--- src/sv/crcfr_pkg.sv ---
// crcfr_pkg: shared constants, register indexes, control/status structs and
// the crc-16/modbus byte update for the frame receiver
// no dependencies
`timescale 1ns / 1ps

package crcfr_pkg;

  localparam int MAX_PAYLOAD = 64;
  localparam int ADDR_W      = $clog2(MAX_PAYLOAD);
  localparam int CNT_W       = $clog2(MAX_PAYLOAD + 1);

  localparam logic [15:0] CRC_POLY = 16'hA001;
  localparam logic [15:0] CRC_INIT = 16'hFFFF;
  localparam logic [15:0] TICK_MAX = 16'hFFFF;

  localparam int CFG_IDX_W  = 3;
  localparam int CFG_DATA_W = 16;

  localparam logic [CFG_IDX_W-1:0] REG_SOF_FIRST   = 3'd0;
  localparam logic [CFG_IDX_W-1:0] REG_SOF_SECOND  = 3'd1;
  localparam logic [CFG_IDX_W-1:0] REG_VERSION     = 3'd2;
  localparam logic [CFG_IDX_W-1:0] REG_MAX_LEN     = 3'd3;
  localparam logic [CFG_IDX_W-1:0] REG_IDLE_TIMEOUT = 3'd4;

  localparam logic [7:0]  RST_SOF_FIRST    = 8'd170;
  localparam logic [7:0]  RST_SOF_SECOND   = 8'd85;
  localparam logic [7:0]  RST_VERSION      = 8'd1;
  localparam logic [6:0]  RST_MAX_LEN      = 7'd64;
  localparam logic [15:0] RST_IDLE_TIMEOUT = 16'd100;

  localparam logic CMD_BYTE = 1'b0;
  localparam logic CMD_TICK = 1'b1;

  typedef struct packed {
    logic [7:0]  sof_first;
    logic [7:0]  sof_second;
    logic [7:0]  version;
    logic [6:0]  max_len;
    logic [15:0] idle_timeout;
  } cfg_t;

  typedef struct packed {
    logic idle_clr;
    logic idle_inc;
    logic clear;
    logic crc_init;
    logic crc_upd;
    logic ld_type;
    logic ld_lenl;
    logic ld_seq;
    logic wr_data;
    logic ld_crcl;
    logic emit_start;
    logic emit_load;
  } ctrl_cmd_t;

  typedef struct packed {
    logic is_sof_first;
    logic is_sof_second;
    logic ver_ok;
    logic len_bad;
    logic len_zero;
    logic data_done;
    logic crc_ok;
    logic timeout_hit;
    logic emit_last;
    logic out_free;
  } dp_status_t;

  function automatic logic [15:0] crc_add(input logic [15:0] crc, input logic [7:0] b);
    logic [15:0] c;
    c = crc ^ {8'h00, b};
    for (int k = 0; k < 8; k++) begin
      c = c[0] ? ((c >> 1) ^ CRC_POLY) : (c >> 1);
    end
    return c;
  endfunction

endpackage

--- src/sv/crcfr_in_if.sv ---
// crcfr_in_if: input channel carrying received bytes and millisecond ticks
// no dependencies
`timescale 1ns / 1ps

interface crcfr_in_if;
  logic       valid;
  logic       ready;
  logic       cmd;
  logic [7:0] rx_byte;

  modport source (output valid, output cmd, output rx_byte, input ready);
  modport sink (input valid, input cmd, input rx_byte, output ready);
endinterface

--- src/sv/crcfr_out_if.sv ---
// crcfr_out_if: result channel carrying validated frame payload bytes
// no dependencies
`timescale 1ns / 1ps

interface crcfr_out_if;
  logic       valid;
  logic       ready;
  logic [7:0] msg_type;
  logic [7:0] seq_num;
  logic [6:0] payload_len;
  logic       has_data;
  logic [7:0] data_byte;
  logic [5:0] byte_index;
  logic       last;

  modport source (output valid, output msg_type, output seq_num, output payload_len,
                  output has_data, output data_byte, output byte_index, output last,
                  input ready);
  modport sink (input valid, input msg_type, input seq_num, input payload_len,
                input has_data, input data_byte, input byte_index, input last,
                output ready);
endinterface

--- src/sv/crcfr_cfg.sv ---
// crcfr_cfg: configuration register file written through a plain write port
// depends on crcfr_pkg
`timescale 1ns / 1ps

module crcfr_cfg import crcfr_pkg::*; (
  input  logic                  clk_i,
  input  logic                  rst_ni,
  input  logic                  cfg_we_i,
  input  logic [CFG_IDX_W-1:0]  cfg_idx_i,
  input  logic [CFG_DATA_W-1:0] cfg_data_i,
  output cfg_t                  cfg_o
);

  cfg_t cfg_q, cfg_d;

  always_comb begin
    cfg_d = cfg_q;
    if (cfg_we_i) begin
      case (cfg_idx_i)
        REG_SOF_FIRST:    cfg_d.sof_first    = cfg_data_i[7:0];
        REG_SOF_SECOND:   cfg_d.sof_second   = cfg_data_i[7:0];
        REG_VERSION:      cfg_d.version      = cfg_data_i[7:0];
        REG_MAX_LEN:      cfg_d.max_len      = cfg_data_i[6:0];
        REG_IDLE_TIMEOUT: cfg_d.idle_timeout = cfg_data_i[15:0];
        default:          cfg_d = cfg_q;
      endcase
    end
  end

  always_ff @(posedge clk_i or negedge rst_ni) begin
    if (!rst_ni) begin
      cfg_q.sof_first    <= RST_SOF_FIRST;
      cfg_q.sof_second   <= RST_SOF_SECOND;
      cfg_q.version      <= RST_VERSION;
      cfg_q.max_len      <= RST_MAX_LEN;
      cfg_q.idle_timeout <= RST_IDLE_TIMEOUT;
    end else begin
      cfg_q <= cfg_d;
    end
  end

  assign cfg_o = cfg_q;

endmodule

--- src/sv/crcfr_ctrl.sv ---
// crcfr_ctrl: frame parsing state machine, drives the datapath by commands
// depends on crcfr_pkg
`timescale 1ns / 1ps

module crcfr_ctrl import crcfr_pkg::*; (
  input  logic       clk_i,
  input  logic       rst_ni,
  input  logic       in_valid_i,
  input  logic       in_cmd_i,
  output logic       in_ready_o,
  input  dp_status_t st_i,
  output ctrl_cmd_t  cmd_o
);

  localparam logic [3:0] PH_SOF0 = 4'd0;
  localparam logic [3:0] PH_SOF1 = 4'd1;
  localparam logic [3:0] PH_VER  = 4'd2;
  localparam logic [3:0] PH_TYPE = 4'd3;
  localparam logic [3:0] PH_LENL = 4'd4;
  localparam logic [3:0] PH_LENH = 4'd5;
  localparam logic [3:0] PH_SEQ  = 4'd6;
  localparam logic [3:0] PH_DATA = 4'd7;
  localparam logic [3:0] PH_CRCL = 4'd8;
  localparam logic [3:0] PH_CRCH = 4'd9;
  localparam logic [3:0] PH_EMIT = 4'd10;

  logic [3:0] phase_q, phase_d;
  logic       acc;

  assign in_ready_o = (phase_q != PH_EMIT);
  assign acc        = in_valid_i && in_ready_o;

  always_comb begin
    phase_d = phase_q;
    cmd_o   = '0;
    if (phase_q == PH_EMIT) begin
      if (st_i.out_free) begin
        cmd_o.emit_load = 1'b1;
        if (st_i.emit_last) begin
          cmd_o.clear = 1'b1;
          phase_d     = PH_SOF0;
        end
      end
    end else if (acc && in_cmd_i == CMD_TICK) begin
      cmd_o.idle_inc = 1'b1;
      if (phase_q != PH_SOF0 && st_i.timeout_hit) begin
        cmd_o.clear = 1'b1;
        phase_d     = PH_SOF0;
      end
    end else if (acc) begin
      cmd_o.idle_clr = 1'b1;
      case (phase_q)
        PH_SOF0: begin
          if (st_i.is_sof_first) phase_d = PH_SOF1;
        end
        PH_SOF1: begin
          if (st_i.is_sof_second) begin
            phase_d = PH_VER;
          end else if (!st_i.is_sof_first) begin
            cmd_o.clear = 1'b1;
            phase_d     = PH_SOF0;
          end
        end
        PH_VER: begin
          if (st_i.ver_ok) begin
            cmd_o.crc_init = 1'b1;
            phase_d        = PH_TYPE;
          end else begin
            cmd_o.clear = 1'b1;
            phase_d     = PH_SOF0;
          end
        end
        PH_TYPE: begin
          cmd_o.ld_type = 1'b1;
          cmd_o.crc_upd = 1'b1;
          phase_d       = PH_LENL;
        end
        PH_LENL: begin
          cmd_o.ld_lenl = 1'b1;
          cmd_o.crc_upd = 1'b1;
          phase_d       = PH_LENH;
        end
        PH_LENH: begin
          if (st_i.len_bad) begin
            cmd_o.clear = 1'b1;
            phase_d     = PH_SOF0;
          end else begin
            cmd_o.crc_upd = 1'b1;
            phase_d       = PH_SEQ;
          end
        end
        PH_SEQ: begin
          cmd_o.ld_seq  = 1'b1;
          cmd_o.crc_upd = 1'b1;
          phase_d       = st_i.len_zero ? PH_CRCL : PH_DATA;
        end
        PH_DATA: begin
          cmd_o.wr_data = 1'b1;
          cmd_o.crc_upd = 1'b1;
          if (st_i.data_done) phase_d = PH_CRCL;
        end
        PH_CRCL: begin
          cmd_o.ld_crcl = 1'b1;
          phase_d       = PH_CRCH;
        end
        PH_CRCH: begin
          if (st_i.crc_ok) begin
            cmd_o.emit_start = 1'b1;
            phase_d          = PH_EMIT;
          end else begin
            cmd_o.clear = 1'b1;
            phase_d     = PH_SOF0;
          end
        end
        default: begin
          cmd_o.clear = 1'b1;
          phase_d     = PH_SOF0;
        end
      endcase
    end
  end

  always_ff @(posedge clk_i or negedge rst_ni) begin
    if (!rst_ni) begin
      phase_q <= PH_SOF0;
    end else begin
      phase_q <= phase_d;
    end
  end

  a_last_ends_emit: assert property (@(posedge clk_i) disable iff (!rst_ni)
    cmd_o.emit_load && st_i.emit_last |=> phase_q == PH_SOF0)
    else $error("emission did not end after last result");

  a_emit_after_start: assert property (@(posedge clk_i) disable iff (!rst_ni)
    cmd_o.emit_start |=> phase_q == PH_EMIT && !in_ready_o)
    else $error("good crc did not start emission");

endmodule

--- src/sv/crcfr_dp.sv ---
// crcfr_dp: crc, header fields, payload memory, idle counter and result register
// depends on crcfr_pkg
`timescale 1ns / 1ps

module crcfr_dp import crcfr_pkg::*; (
  input  logic        clk_i,
  input  logic        rst_ni,
  input  cfg_t        cfg_i,
  input  logic [7:0]  rx_byte_i,
  input  ctrl_cmd_t   cmd_i,
  output dp_status_t  st_o,
  input  logic        out_ready_i,
  output logic        out_valid_o,
  output logic [7:0]  msg_type_o,
  output logic [7:0]  seq_num_o,
  output logic [6:0]  payload_len_o,
  output logic        has_data_o,
  output logic [7:0]  data_byte_o,
  output logic [5:0]  byte_index_o,
  output logic        last_o
);

  logic [15:0]      crc_q, crc_d;
  logic [7:0]       type_q, type_d;
  logic [7:0]       lenl_q, lenl_d;
  logic [7:0]       seq_q, seq_d;
  logic [7:0]       crcl_q, crcl_d;
  logic [CNT_W-1:0] taken_q, taken_d;
  logic [15:0]      idle_q, idle_d;
  logic [15:0]      idle_nxt;
  logic [CNT_W-1:0] idx_q, idx_d;
  logic [ADDR_W-1:0] rd_addr;
  logic [7:0]       rd_q;
  logic [7:0]       mem [MAX_PAYLOAD];
  logic [6:0]       limit;
  logic [CNT_W-1:0] taken_inc;
  logic             has_data;

  logic             out_valid_q, out_valid_d;
  logic [7:0]       o_type_q, o_seq_q, o_data_q;
  logic [6:0]       o_len_q;
  logic             o_has_q, o_last_q;
  logic [5:0]       o_idx_q;

  assign limit     = (cfg_i.max_len > 7'(MAX_PAYLOAD)) ? 7'(MAX_PAYLOAD) : cfg_i.max_len;
  assign taken_inc = taken_q + 1'b1;
  assign idle_nxt  = (idle_q == TICK_MAX) ? idle_q : idle_q + 16'd1;
  assign has_data  = (lenl_q != 8'd0);

  always_comb begin
    st_o.is_sof_first  = (rx_byte_i == cfg_i.sof_first);
    st_o.is_sof_second = (rx_byte_i == cfg_i.sof_second);
    st_o.ver_ok        = (rx_byte_i == cfg_i.version);
    st_o.len_bad       = (rx_byte_i != 8'd0) || (lenl_q > {1'b0, limit});
    st_o.len_zero      = !has_data;
    st_o.data_done     = ({1'b0, taken_inc} >= lenl_q);
    st_o.crc_ok        = ({rx_byte_i, crcl_q} == crc_q);
    st_o.timeout_hit   = (idle_nxt > cfg_i.idle_timeout);
    st_o.emit_last     = !has_data || ((idx_q + 1'b1) == lenl_q[CNT_W-1:0]);
    st_o.out_free      = !out_valid_q || out_ready_i;
  end

  always_comb begin
    crc_d   = crc_q;
    type_d  = type_q;
    lenl_d  = lenl_q;
    seq_d   = seq_q;
    crcl_d  = crcl_q;
    taken_d = taken_q;
    if (cmd_i.crc_init) crc_d = crc_add(CRC_INIT, rx_byte_i);
    if (cmd_i.crc_upd)  crc_d = crc_add(crc_q, rx_byte_i);
    if (cmd_i.ld_type)  type_d = rx_byte_i;
    if (cmd_i.ld_lenl)  lenl_d = rx_byte_i;
    if (cmd_i.ld_seq) begin
      seq_d   = rx_byte_i;
      taken_d = '0;
    end
    if (cmd_i.wr_data)  taken_d = taken_inc;
    if (cmd_i.ld_crcl)  crcl_d = rx_byte_i;
    if (cmd_i.clear) begin
      crc_d   = '0;
      type_d  = '0;
      lenl_d  = '0;
      seq_d   = '0;
      crcl_d  = '0;
      taken_d = '0;
    end
  end

  always_comb begin
    idle_d = idle_q;
    if (cmd_i.idle_clr) idle_d = '0;
    if (cmd_i.idle_inc) idle_d = idle_nxt;
  end

  // read address tracks the next emit index so rd_q always matches idx_q
  always_comb begin
    idx_d   = idx_q;
    rd_addr = idx_q[ADDR_W-1:0];
    if (cmd_i.emit_start) begin
      idx_d   = '0;
      rd_addr = '0;
    end else if (cmd_i.emit_load) begin
      idx_d   = idx_q + 1'b1;
      rd_addr = idx_d[ADDR_W-1:0];
    end
  end

  always_ff @(posedge clk_i) begin
    if (cmd_i.wr_data) mem[taken_q[ADDR_W-1:0]] <= rx_byte_i;
    rd_q <= mem[rd_addr];
  end

  always_ff @(posedge clk_i or negedge rst_ni) begin
    if (!rst_ni) begin
      crc_q   <= '0;
      type_q  <= '0;
      lenl_q  <= '0;
      seq_q   <= '0;
      crcl_q  <= '0;
      taken_q <= '0;
      idle_q  <= '0;
      idx_q   <= '0;
    end else begin
      crc_q   <= crc_d;
      type_q  <= type_d;
      lenl_q  <= lenl_d;
      seq_q   <= seq_d;
      crcl_q  <= crcl_d;
      taken_q <= taken_d;
      idle_q  <= idle_d;
      idx_q   <= idx_d;
    end
  end

  // result register
  always_comb begin
    out_valid_d = out_valid_q;
    if (out_valid_q && out_ready_i) out_valid_d = 1'b0;
    if (cmd_i.emit_load)            out_valid_d = 1'b1;
  end

  always_ff @(posedge clk_i or negedge rst_ni) begin
    if (!rst_ni) begin
      out_valid_q <= 1'b0;
    end else begin
      out_valid_q <= out_valid_d;
    end
  end

  always_ff @(posedge clk_i) begin
    if (cmd_i.emit_load) begin
      o_type_q <= type_q;
      o_seq_q  <= seq_q;
      o_len_q  <= lenl_q[6:0];
      o_has_q  <= has_data;
      o_data_q <= has_data ? rd_q : 8'd0;
      o_idx_q  <= has_data ? idx_q[ADDR_W-1:0] : 6'd0;
      o_last_q <= st_o.emit_last;
    end
  end

  assign out_valid_o   = out_valid_q;
  assign msg_type_o    = o_type_q;
  assign seq_num_o     = o_seq_q;
  assign payload_len_o = o_len_q;
  assign has_data_o    = o_has_q;
  assign data_byte_o   = o_data_q;
  assign byte_index_o  = o_idx_q;
  assign last_o        = o_last_q;

  a_no_overrun: assert property (@(posedge clk_i) disable iff (!rst_ni)
    cmd_i.wr_data |-> {1'b0, taken_q} < lenl_q)
    else $error("payload write beyond frame length");

  a_idle_cleared: assert property (@(posedge clk_i) disable iff (!rst_ni)
    cmd_i.idle_clr |=> idle_q == 16'd0)
    else $error("idle counter not cleared by a byte");

  a_emit_in_range: assert property (@(posedge clk_i) disable iff (!rst_ni)
    cmd_i.emit_load |-> (idx_q < lenl_q[CNT_W-1:0]) || (!has_data && idx_q == '0))
    else $error("emit index outside payload");

endmodule

--- src/sv/crc16_frame_receiver_top.sv ---
// crc16_frame_receiver_top: a byte or tick transfer is taken while the parser is not emitting
// a good frame's crc high byte transfer sets the emit phase, which loads the first result
// into the result register, then one per cycle while the sink keeps up, from a registered
// payload memory read; input is held off during emission, which loads each payload byte,
// or one result for an empty frame, and waits while the sink leaves the result register full
// reset clears the parser, idle counter, result valid and config to defaults; no memory reset
`timescale 1ns / 1ps

module crc16_frame_receiver_top import crcfr_pkg::*; (
  input  logic                  clk_i,
  input  logic                  rst_ni,
  crcfr_in_if.sink              in_if,
  crcfr_out_if.source           out_if,
  input  logic                  cfg_we_i,
  input  logic [CFG_IDX_W-1:0]  cfg_idx_i,
  input  logic [CFG_DATA_W-1:0] cfg_data_i
);

  cfg_t       cfg;
  ctrl_cmd_t  cmd;
  dp_status_t st;

  crcfr_cfg u_cfg (
    .clk_i      (clk_i),
    .rst_ni     (rst_ni),
    .cfg_we_i   (cfg_we_i),
    .cfg_idx_i  (cfg_idx_i),
    .cfg_data_i (cfg_data_i),
    .cfg_o      (cfg)
  );

  crcfr_ctrl u_ctrl (
    .clk_i      (clk_i),
    .rst_ni     (rst_ni),
    .in_valid_i (in_if.valid),
    .in_cmd_i   (in_if.cmd),
    .in_ready_o (in_if.ready),
    .st_i       (st),
    .cmd_o      (cmd)
  );

  crcfr_dp u_dp (
    .clk_i         (clk_i),
    .rst_ni        (rst_ni),
    .cfg_i         (cfg),
    .rx_byte_i     (in_if.rx_byte),
    .cmd_i         (cmd),
    .st_o          (st),
    .out_ready_i   (out_if.ready),
    .out_valid_o   (out_if.valid),
    .msg_type_o    (out_if.msg_type),
    .seq_num_o     (out_if.seq_num),
    .payload_len_o (out_if.payload_len),
    .has_data_o    (out_if.has_data),
    .data_byte_o   (out_if.data_byte),
    .byte_index_o  (out_if.byte_index),
    .last_o        (out_if.last)
  );

endmodule
--- src/flat_wrapper.sv ---
// flat-port wrapper written by rule: the top's interface ports become plain ports
module crc16_frame_receiver_top_flat import crcfr_pkg::*;
  (clk_i, rst_ni, cfg_we_i, cfg_idx_i, cfg_data_i, in_if_valid, in_if_cmd, in_if_rx_byte, in_if_ready, out_if_valid, out_if_msg_type, out_if_seq_num, out_if_payload_len, out_if_has_data, out_if_data_byte, out_if_byte_index, out_if_last, out_if_ready);
  crcfr_in_if in_if_i ();
  crcfr_out_if out_if_i ();
  input  logic clk_i;
  input  logic rst_ni;
  input  logic cfg_we_i;
  input  logic [CFG_IDX_W-1:0] cfg_idx_i;
  input  logic [CFG_DATA_W-1:0] cfg_data_i;
  input wire logic [$bits(in_if_i.valid)-1:0] in_if_valid;
  input wire logic [$bits(in_if_i.cmd)-1:0] in_if_cmd;
  input wire logic [$bits(in_if_i.rx_byte)-1:0] in_if_rx_byte;
  output wire logic [$bits(in_if_i.ready)-1:0] in_if_ready;
  output wire logic [$bits(out_if_i.valid)-1:0] out_if_valid;
  output wire logic [$bits(out_if_i.msg_type)-1:0] out_if_msg_type;
  output wire logic [$bits(out_if_i.seq_num)-1:0] out_if_seq_num;
  output wire logic [$bits(out_if_i.payload_len)-1:0] out_if_payload_len;
  output wire logic [$bits(out_if_i.has_data)-1:0] out_if_has_data;
  output wire logic [$bits(out_if_i.data_byte)-1:0] out_if_data_byte;
  output wire logic [$bits(out_if_i.byte_index)-1:0] out_if_byte_index;
  output wire logic [$bits(out_if_i.last)-1:0] out_if_last;
  input wire logic [$bits(out_if_i.ready)-1:0] out_if_ready;
  assign in_if_i.valid = in_if_valid;
  assign in_if_i.cmd = in_if_cmd;
  assign in_if_i.rx_byte = in_if_rx_byte;
  assign in_if_ready = in_if_i.ready;
  assign out_if_valid = out_if_i.valid;
  assign out_if_msg_type = out_if_i.msg_type;
  assign out_if_seq_num = out_if_i.seq_num;
  assign out_if_payload_len = out_if_i.payload_len;
  assign out_if_has_data = out_if_i.has_data;
  assign out_if_data_byte = out_if_i.data_byte;
  assign out_if_byte_index = out_if_i.byte_index;
  assign out_if_last = out_if_i.last;
  assign out_if_i.ready = out_if_ready;
  crc16_frame_receiver_top u_core (.clk_i(clk_i), .rst_ni(rst_ni), .in_if(in_if_i), .out_if(out_if_i), .cfg_we_i(cfg_we_i), .cfg_idx_i(cfg_idx_i), .cfg_data_i(cfg_data_i));
endmodule
--- config.mk ---
export PLATFORM = sky130hd
export DESIGN_NAME = crc16_frame_receiver_top_flat
export DESIGN_NICKNAME = d
export VERILOG_FILES = /design/src/sv/crcfr_pkg.sv /design/src/sv/crcfr_in_if.sv /design/src/sv/crcfr_out_if.sv /design/src/sv/crcfr_cfg.sv /design/src/sv/crcfr_ctrl.sv /design/src/sv/crcfr_dp.sv /design/src/sv/crc16_frame_receiver_top.sv /design/src/flat_wrapper.sv
export SDC_FILE = /design/constraint.sdc
export NUM_CORES = 1
export LEC_CHECK = 0
export BUFFER_PORTS_ARGS = -buffer_cell sky130_fd_sc_hd__buf_2
export CELL_PAD_IN_SITES_DETAIL_PLACEMENT = 1
export CELL_PAD_IN_SITES_GLOBAL_PLACEMENT = 2
export CORE_MARGIN = 3
export CORE_UTILIZATION = 48
export DETAILED_ROUTE_END_ITERATION = 16
export PLACE_DENSITY = 0.88
export RECOVER_POWER = 25
export REMOVE_ABC_BUFFERS = 1
export SLEW_MARGIN = 25
export SYNTH_ARGS = -nofsm -noshare
export SYNTH_HDL_FRONTEND = slang
export SYNTH_HIERARCHICAL = 1
export SYNTH_SLANG_ARGS = --single-unit
--- constraint.sdc ---
create_clock -name clk_i -period 12.8 [get_ports clk_i]
set_input_delay 0.64 -clock clk_i [delete_from_list [all_inputs] [get_ports clk_i]]
set_output_delay 0.64 -clock clk_i [all_outputs]
set_load 0.02 [all_outputs]
Word-level counts from Yosys, hierarchy flattened

Memory sizes are Yosys's and may differ from the RTL's. A register that Yosys moved wholly into a read port is not among the register bits.
Cells that the tools add are included.

Equality and inequality tests: 27
Add/sub/neg operators: 3
Order comparisons: 4
Reduce and logical (&&, ||, !) cells: 32
Multiplexer cells: 88
Bitwise logic cells: 18

Operator list:

| cell                                           | number |
|---|---|
| two-way mux 16 bit                             | 22 |
| two-way mux 8 bit                              | 10 |
| two-way mux 4 bit                              | 12 |
| NOT 2 -> 3 bit                                 | 16 |
| two-way mux 7 bit                              | 6 |
| one-hot mux 4 bit (10 select lines)            | 1 |
| two-way mux 1 bit                              | 29 |
| == test 8 bit                                  | 3 |
| adder 16 x 1 -> 16 bit (second input constant) | 1 |
| == test 16 bit                                 | 1 |
| == test 16 bit (second input constant)         | 1 |
| == test 4 x 3 -> 1 bit (second input constant) | 4 |
| > comparator 16 bit                            | 1 |
| NOT 8 -> 16 bit                                | 1 |
| nonzero test 8 bit                             | 2 |
| bitwise XOR 16 x 8 -> 16 bit                   | 1 |
| adder 7 x 1 -> 7 bit (second input constant)   | 2 |
| nonzero test 2 bit                             | 7 |
| == test 4 bit (second input constant)          | 3 |
| two-way mux 6 bit                              | 2 |
| AND reduction 2 bit                            | 5 |
| two-way mux 9 bit                              | 1 |
| nonzero test 3 bit                             | 3 |
| == test 4 x 2 -> 1 bit (second input constant) | 2 |
| other kinds (26)                               | 36 |

Memories kept: 1
Flip-flop bits (word level): 169
Output and inout bits: 41
RAM bits: 512
Logic and storage cells: 195
Input port bits: 33

Memories:

| memory          | words | bits a word | rd ports | clocked after Yosys merged registers in | write ports | RTL line       | RTL |
|---|---|---|---|---|---|---|---|
| u_core.u_dp.mem | 64    | 8           | 1        | 1                                       | 1           | crcfr_dp.sv:34 | `logic [7:0] mem [MAX_PAYLOAD];` |

Longest topological paths before layout

Gate-level depths: netlist of the first run.

Depth in word-level cells: 20
Mapped depth: 23
Mapped depth without buffers: 22

Modules after synthesis

Netlist of the first run, hierarchy kept.

By module, submodules not included:

| module     | sequential area each (um^2) | area each (um^2) | times used | cells each |
|---|---|---|---|---|
| crcfr_dp   | 18,682.9                    | 27,607.7         | 1          | 2,204 |
| crcfr_cfg  | 1,192.4                     | 1,813.0          | 1          | 103 |
| crcfr_ctrl | 100.1                       | 551.8            | 1          | 79 |

Least setup slack after synthesis of the first run

Ideal clock, no wire load.

Path kind: register -> register
Start: reg u_core.u_dp.idle_q[0]
End: reg u_core.u_dp.lenl_q[4]
Cell stages (with the launch flop): 22
Data arrival time: 4,102 ps
Setup slack: 8,566 ps
Buffers on the path: 4
Setup time: 132 ps
Period minus slack after synthesis: 4,234 ps
Required time: 12,668 ps
Cell sequence: dfrtp_1 ha_1 and3_1 clkbuf_1 nand2_1 mux2_2 ha_1 nor2b_1 o21a_1 o21a_1 o211ai_1 a21boi_0 o21a_1 o21ai_0 a221oi_1 nor2_1 a211o_1 o21ai_0 clkbuf_1 clkbuf_1 buf_1 nor2_1

RTL lines:

| element                | RTL line        | RTL |
|---|---|---|
| from (decl)            | crcfr_dp.sv:29  | `logic [15:0] idle_q, idle_d;` |
| from (signal assigned) | crcfr_dp.sv:131 | `idle_q <= idle_d;` |
| to (signal assigned)   | crcfr_dp.sv:127 | `lenl_q <= lenl_d;` |
| to (decl)              | crcfr_dp.sv:25  | `logic [7:0] lenl_q, lenl_d;` |

==> impl_results.md, run 1 <==
* Final non-filler cell area at 33,400 um2
* Global-route wire length before repair at 132 mm
* Setup TNS at 0 ns
* Initial DRC count at 1,918
* Primary FF master, synth: edfxtp_1
* Yosys reg bits at 689
* Via count at 19.9k
* Layout area overhead at 11.3%
* CTS tree: done
* Max Cap Viol at 9
* P per Cell Area at 153 nW/um2
* Die Width at 256 um
* Place WS at 7.06 ns
* Routed vias/inst at 6.00
* Max VDD drop at 107 uV
* Number of distinct library cells after synthesis at 70
* Die height at 256 um
* Core area at 61,000 um2
* DR pass1 iterations at 7
* Initial antenna violation count at 0
* Leak at 11.9 nW
* Detailed Place HPWL at 52.7 mm
* CP required at 13.31 ns
* Placed Area at 31,100 um2
* RSZ-0062 raised after global routing: false
* Worst slew pin tran at 3.89 ns
* Worst hold path type: in -> reg
* Startpoint Class: input pin
* Sink Count at 689
* Effective utilization at floorplan at 49.1%
* Async SR Flop Fraction at 18.9%
* Critical path arrival at 7.25 ns
* Power, Total at 5.12 mW
* Yosys top cell by area: edfxtp_1
* Rel. slew slack at -159%
* Vias in the first global route at 20.9k
* Post-Synthesis Cells at 2,386
* Routed WL at 86.1 mm
* Die area at 65,500 um2
* CTS Hold Buffers Added at 0
* Post-synthesis instance area at 30,000 um2
* Endpoints failing setup at 0
* Routed len/inst at 26.0 um
* H-Tree Depth at 3
* Layout cells sized above 1 at 11.9%
* Inserted Clock Buffers at 73
* Post-CTS setup buffer count at 0
* Dpl cells at 3,179
* # IOs at 74
* Largest net degree at the start of global routing at 85
* GRT Overall Usage at 26.4%
* Avg Inst Size Synth at 12.6 um2
* Warnings, synthesis at 6
* Slew Limit Fails at 419
* Nets at 2,498
* GR Overflow Total at 0
* CP Capture Type: register
* Worst Skew at 0.0228 ns
* CTS max path bufs at 3
* Critical path type: in -> reg
* Status: finished, violations left
* Clk_lat worst skew at 0.61 ns
* Post-synth EDFFs at 551
* ANT cells at 0
* Worst Slack Setup Final at 6.07 ns
* Post-synthesis sequential area ratio at 66.6%
* Min Tclk post-route at 6.73 ns
* DRC at 0
* Hold slack final at 0.271 ns
* PortBufs at 73
* Ratio of final minimum period to clock period at 52.6%
* Crit-path max FO at 70
* Antenna-violating nets left at 0
* Failing checks: max-capacitance violations, max-slew violations
* Synth area leaders: edfxtp_1 (55%), dfrtp_1 (9.8%), nand2_1 (5.5%)
* Clock root cell: clkbuf_16
* Clk slew on worst S/H paths at 0.06 ns
* Final core occ at 54.7%
* # rows at 90
* Final non-filler cell total at 3,312
* Hold Fails Final Rpt at 0
* Fmax achieved at 0.149 GHz
* Routability Congestion at 0.859
* # resized after CTS at 0
* Yosys top cell area share at 55.2%
final timing paths:
check	slack [ns]	cells past startpoint	startpoint	to
worst max-delay path	6.07	17	in_if_rx_byte[4]	u_core/u_dp/rd_q[0]
worst min-delay path	0.27	2	cfg_data_i[8]	u_core/u_cfg/cfg_o[8]
worst max register to register	7.36	16	u_core/u_ctrl/phase_q[3]	u_core/u_dp/rd_q[0]
worst min register to register	0.45	0	u_core/u_dp/seq_q[3]	u_core/u_dp/seq_num_o[3]
max in group asynchronous	9.05	2	rst_ni	u_core/u_dp/seq_q[1]
min in group asynchronous	1.29	1	rst_ni	u_core/u_cfg/cfg_o[11]
cell type report:
type,instances,area [um2]
clock buffer,99,2030
sequential,689,20000
inverter,49,189
timing repair buffer,113,642
tap,828,1040
fill,6148,27700
multi-input combinational,1502,9220
clock inverter,32,282
critical path, stage by stage:
cell and delay (ns):
buf_2 0.08, clkbuf_1 1.96, xnor2_1 0.24, nand4_1 0.13
nor4_1 0.35, inv_1 0.14, nor4_2 0.27, buf_4 0.44
o21bai_4 0.20, buf_4 0.38, buf_4 0.72, nand2_1 0.13
nand3_1 0.11, o21ai_0 0.09, a21oi_1 0.43, o311ai_0 0.43
a311oi_1 0.35
Yosys cell counts (all sizes together) (13+ instances only):
library cell and instances:
edfxtp 551, nand2 436, nor2 170, nand3 146, dfrtp 117, xnor2 88
a21oi 80, clkbuf 77, buf 69, mux2i 56, mux2 54, inv 49
o21ai 48, ha 37, a211oi 33, nand4 28, a31oi 26, and3 24
nor3b 23, nand2b 20, o22ai 19, a311oi 18, and2 17, mux4 16
nor2b 16, nor4 15, dfstp 13, nor3 13, xor2 13
registers in the layout (all words and copies together) (netlist names), 6 cells and up:
register / cells
u_core/u_cfg/cfg_o: 47
u_core/u_dp/seq_q: 8
u_core/u_dp/idx_q: 7
u_core/u_dp/seq_num_o: 8
u_core/u_dp/type_q: 8
u_core/u_dp/payload_len_o: 7
u_core/u_dp/crcl_q: 8
u_core/u_dp/rd_q: 8
u_core/u_dp/taken_q: 7
u_core/u_dp/lenl_q: 8
u_core/u_dp/idle_q: 16
u_core/u_dp/crc_q: 16
u_core/u_dp/msg_type_o: 8
u_core/u_dp/data_byte_o: 8
u_core/u_dp/byte_index_o: 6
u_core/u_dp/mem: 512
logic make-up (layout without fill, tap and decap cells):
kind of cell	count (synthesis)	after routing	synth area share (%)
AOI/OAI and AO/OA	310	310	6.91
xor gates and xnor gates	101	101	2.98
adders and majority gates	37	37	1.54
and+or+nand+nor	928	928	14.0
buffers and inverters	195	293	2.86
muxes	126	126	5.10
DFF	689	689	66.6
layout by cell type, fill, tap and decap left out, types with 48 or more instances in the layout:
cell type and count:
dfrtp_1 117, mux2_2 48, xnor2_1 87, nand2_1 436, clkbuf_16 77, nand3_1 146
mux2i_1 55, buf_2 65, edfxtp_1 551, a21oi_1 80, nor2_1 168
power by group:
| part | internal [mW] | total (mW) | switching (mW) |
|---|---|---|---|
| clock network | 1.21 | 2.08 | 0.869 |
| registers | 2.50 | 2.57 | 0.0744 |
| logic | 0.189 | 0.462 | 0.273 |
| total | 3.90 | 5.12 | 1.22 |
routing by layer:
metal | share of wire, % | GRT usage, % | routed length (um)
met4 | 3.4 | 8.71 | 2930
met2 | 47 | 42.6 | 40700
met3 | 6.7 | 4.59 | 5760
met5 | 0 | 0 | 0
met1 | 43 | 36.5 | 36700
Note: power is estimated with default switching activity, not from simulation.
==> run 2: changes to the inputs <==
--- a/config.mk
+++ b/config.mk
@@ -5,13 +5,14 @@
 export SDC_FILE = /design/constraint.sdc
 export NUM_CORES = 1
 export LEC_CHECK = 0
+export ABC_AREA = 1
 export BUFFER_PORTS_ARGS = -buffer_cell sky130_fd_sc_hd__buf_2
 export CELL_PAD_IN_SITES_DETAIL_PLACEMENT = 1
 export CELL_PAD_IN_SITES_GLOBAL_PLACEMENT = 2
 export CORE_MARGIN = 3
-export CORE_UTILIZATION = 48
+export CORE_UTILIZATION = 39
 export DETAILED_ROUTE_END_ITERATION = 16
-export PLACE_DENSITY = 0.88
+export PLACE_DENSITY = 0.79
 export RECOVER_POWER = 25
 export REMOVE_ABC_BUFFERS = 1
 export SLEW_MARGIN = 25
==> constraint.sdc (replaced) <==
create_clock -name clk_i -period 5.52 [get_ports clk_i]
set_input_delay 0.276 -clock clk_i [delete_from_list [all_inputs] [get_ports clk_i]]
set_output_delay 0.276 -clock clk_i [all_outputs]
set_load 0.02 [all_outputs]
==> run 2 against run 1 <==
Synthesized cell count increased by 9.1%. Cell count grew 13%. The flow still finishes with violations (max-capacitance violations, max-slew violations). Largest cell class unchanged. Design area up 2.1%. Clock skew increased by 0.010 ns. Non-clock buffer count rose by 5. Flip-flop and latch count did not move. Die area increased by 23%. Utilization is 10 points lower. Global-route usage is 4.2 points lower. First-iteration DRC count shrank 12%.
==> impl_results.md, run 2 <==
* Status: finished, violations left (unchanged)
* Failing checks: max-capacitance violations, max-slew violations (unchanged)
* Startpoint Class: register (was input pin)
* Layout cells sized above 1 at 9.68% (was 11.9%)
* Global-route wire length before repair at 137 mm (was 132 mm)
* Largest net degree at the start of global routing at 210 (was 85)
* # IOs at 74 (unchanged)
* Rel. slew slack at -118% (was -159%)
* Number of distinct library cells after synthesis at 48 (was 70)
* Final core occ at 44.6% (was 54.7%)
* Max VDD drop at 230 uV (was 107 uV)
* DRC at 0 (unchanged)
* Detailed Place HPWL at 55.9 mm (was 52.7 mm)
* Post-synthesis sequential area ratio at 66.2% (was 66.6%)
* Endpoints failing setup at 0 (unchanged)
* Hold slack final at 0.0546 ns (was 0.271 ns)
* Critical path type: reg -> reg (was in -> reg)
* Ratio of final minimum period to clock period at 91.1%
* CP required at 6.02 ns (was 13.31 ns)
* DR pass1 iterations at 7 (unchanged)
* Layout area overhead at 13.0% (was 11.3%)
* Antenna-violating nets left at 0 (unchanged)
* Worst hold path type: in -> reg (unchanged)
* CTS Hold Buffers Added at 18 (was 0)
* # resized after CTS at 0 (unchanged)
* Worst Slack Setup Final at 0.492 ns (was 6.07 ns)
* Cell with the most instances after synthesis: edfxtp_1 (unchanged)
* Max Cap Viol at 6 (was 9)
* Commonest cells after routing, fill and taps aside: edfxtp_1 (551), nand2_1 (339), nor2_1 (262) (was edfxtp_1 (551), nand2_1 (436), nor2_1 (168))
* Hold Fails Final Rpt at 0 (unchanged)
* Post-CTS setup buffer count at 0 (unchanged)
* Fmax achieved at 0.199 GHz
* Avg Inst Size Synth at 11.6 um2 (was 12.6 um2)
* Vias in the first global route at 21.8k (was 20.9k)
* Fill cells at 8,170 (was 6,148)
* Commonest non-fill, non-tap cell in the layout: edfxtp_1 (unchanged)
* Post-Synthesis Cells at 2,602 (was 2,386)
* PortBufs at 73 (unchanged)
* Max stage delay on crit path at 0.75 ns (was 1.96 ns)
* Routed len/inst at 24.0 um (was 26.0 um)
* Critical path arrival at 5.53 ns (was 7.25 ns)
* Sink Count at 689 (unchanged)
* Post-synthesis instance area at 30,200 um2 (was 30,000 um2)
* Crit path max-delay family: simple AND/OR/NAND/NOR gates (was buffers and inverters)
* Initial DRC count at 1,695 (was 1,918)
* Clk_lat worst skew at 0.63 ns (was 0.61 ns)
* H-Tree Depth at 3 (unchanged)
* GRT Overall Usage at 22.1% (was 26.4%)
* Yosys top cell by area: edfxtp_1 (unchanged)
* Most used cell, CP: nand2_1 (was buf_4)
* Placed Area at 31,400 um2 (was 31,100 um2)
* Largest register FFs at 512 (unchanged)
* Place WS at 0.572 ns (was 7.06 ns)
* Leak at 12.2 nW (was 11.9 nW)
* Critical Path Slowest Stage Cell: nor3_1 (was clkbuf_1)
* Yosys reg bits at 689 (unchanged)
* Synth area leaders: edfxtp_1 (55%), dfrtp_1 (9.7%), o211ai_1 (6.3%) (was edfxtp_1 (55%), dfrtp_1 (9.8%), nand2_1 (5.5%))
* Initial antenna violation count at 3 (was 0)
* Die Width at 284 um (was 256 um)
* Crit-path max FO at 12 (was 70)
* Warnings, synthesis at 6 (unchanged)
* Inserted Clock Buffers at 76 (was 73)
* CTS tree: done (unchanged)
* Yosys top cell area share at 54.9% (was 55.2%)
* Die area at 80,700 um2 (was 65,500 um2)
* Slew Limit Fails at 225 (was 419)
* CTS max path bufs at 3 (unchanged)
* CP Capture Type: register (unchanged)
* Dpl cells at 3,602 (was 3,179)
* Async SR Flop Fraction at 18.9% (unchanged)
* Final non-filler cell total at 3,759 (was 3,312)
* Worst path cell trace: ha_1 -> nand2_1 -> nor3_2 -> nand3_1 -> nor2_1 -> nand3_2 -> nand2_1 -> xor2_1 -> ha_1 -> a21oi_1 -> o21ai_0 -> nand4_1 -> o211ai_1 -> a21oi_1 -> a31oi_1 -> nand2_1 -> a21oi_1 -> o21ai_0 -> nand2_1 -> nor3_1 -> inv_1 -> o22ai_1 (was buf_2 -> clkbuf_1 -> xnor2_1 -> nand4_1 -> nor4_1 -> inv_1 -> nor4_2 -> buf_4 -> o21bai_4 -> buf_4 -> buf_4 -> nand2_1 -> nand3_1 -> o21ai_0 -> a21oi_1 -> o311ai_0 -> a311oi_1)
* Effective utilization at floorplan at 39.5% (was 49.1%)
* Commonest cells post-synth: edfxtp_1 (551), nand2_1 (337), nor2_1 (261) (was edfxtp_1 (551), nand2_1 (436), nor2_1 (169))
* Via count at 20.9k (was 19.9k)
* Worst slew pin tran at 3.28 ns (was 3.89 ns)
* Min Tclk post-route at 5.03 ns
* P per Cell Area at 345 nW/um2 (was 153 nW/um2)
* Core area at 76,300 um2 (was 61,000 um2)
* Worst Skew at 0.0329 ns (was 0.0228 ns)
* # rows at 101 (was 90)
* Die height at 284 um (was 256 um)
* RSZ-0062 raised after global routing: false (unchanged)
* Nets at 2,738 (was 2,498)
* Routability Congestion at 0.855 (was 0.859)
* Final non-filler cell area at 34,100 um2 (was 33,400 um2)
* Primary FF master, synth: edfxtp_1 (unchanged)
* Routed vias/inst at 5.57 (was 6.00)
* WP buf/inv at 1 (was 6)
* Clock root cell: clkbuf_16 (unchanged)
* Clk slew on worst S/H paths at 0.06 ns (about the same)
* GR Overflow Total at 0 (unchanged)
* Routed WL at 90.1 mm (was 86.1 mm)
* Post-synth EDFFs at 551 (unchanged)
-- run 2: kinds of logic after synthesis --
group / Yosys count / synth area share [%]
AOI/OAI and AO/OA: 525 / 11.1
xor gates and xnor gates: 65 / 1.89
adders and majority gates: 37 / 1.53
buffers and inverters: 283 / 4.11
DFF: 689 / 66.2
and+or+nand+nor: 1003 / 15.2
-- run 2: worst paths after layout --
path	slack, ns	to	cells after the start	start
worst max-delay path	0.49	u_core/u_dp/crc_q[11]	22	u_core/u_dp/idle_q[0]
worst min-delay path	0.05	u_core/u_cfg/cfg_o[37]	4	cfg_idx_i[1]
worst max register to register	0.49	u_core/u_dp/crc_q[11]	22	u_core/u_dp/idle_q[0]
worst min register to register	0.45	u_core/u_dp/msg_type_o[4]	0	u_core/u_dp/type_q[4]
max in group asynchronous	2.25	u_core/u_dp/taken_q[1]	3	rst_ni
min in group asynchronous	1.27	u_core/u_cfg/cfg_o[11]	2	rst_ni
-- run 2: layer usage --
metal	vias up	track usage [%]	share of wire, %
met5	-	0	0.019
met4	2	5.97	2.4
met3	124	2.79	4.8
met2	562	36.1	47
met1	10800	31.3	45
li1	9469	-	-
-- run 2: through the flow --
step	TNS, ns	total power, mW
after floorplan	-2.40	6.39
after global placement	0	6.68
after detailed placement	0	6.72
after CTS	0	11.9
after global routing	0	12.2
final	0	11.8
-- run 2: power breakdown --
part           total (mW)  internal, mW  switching [mW]  leakage, nW
clock network        5.14          3.03            2.11         1.23
logic               0.761         0.248           0.513         4.22
registers            5.86          5.74           0.116         6.70
-- run 2: worst reg2reg max path, stage by stage, from the launching register on --
cell and delay, ns:
dfrtp_1 0.46, ha_1 0.23, nand2_1 0.11, nor3_2 0.17
nand3_1 0.12, nor2_1 0.14, nand3_2 0.17, nand2_1 0.13
xor2_1 0.32, ha_1 0.32, a21oi_1 0.14, o21ai_0 0.10
nand4_1 0.08, o211ai_1 0.10, a21oi_1 0.17, a31oi_1 0.10
nand2_1 0.13, a21oi_1 0.08, o21ai_0 0.07, nand2_1 0.25
nor3_1 0.75, inv_1 0.49, o22ai_1 0.32
-- run 2: final cells by class --
| cell class | count | area [um2] | area share (%) |
|---|---|---|---|
| Clock buffer | 103 | 2110 | 6.18 |
| Tap cell | 1030 | 1290 | 3.78 |
| Inverter | 153 | 581 | 1.70 |
| Sequential cell | 689 | 20000 | 58.6 |
| Clock inverter | 35 | 420 | 1.23 |
| Multi-Input combinational cell | 1630 | 8940 | 26.2 |
| Timing Repair Buffer | 118 | 763 | 2.24 |
| Antenna cell | 1 | 2.50 | 0.00734 |
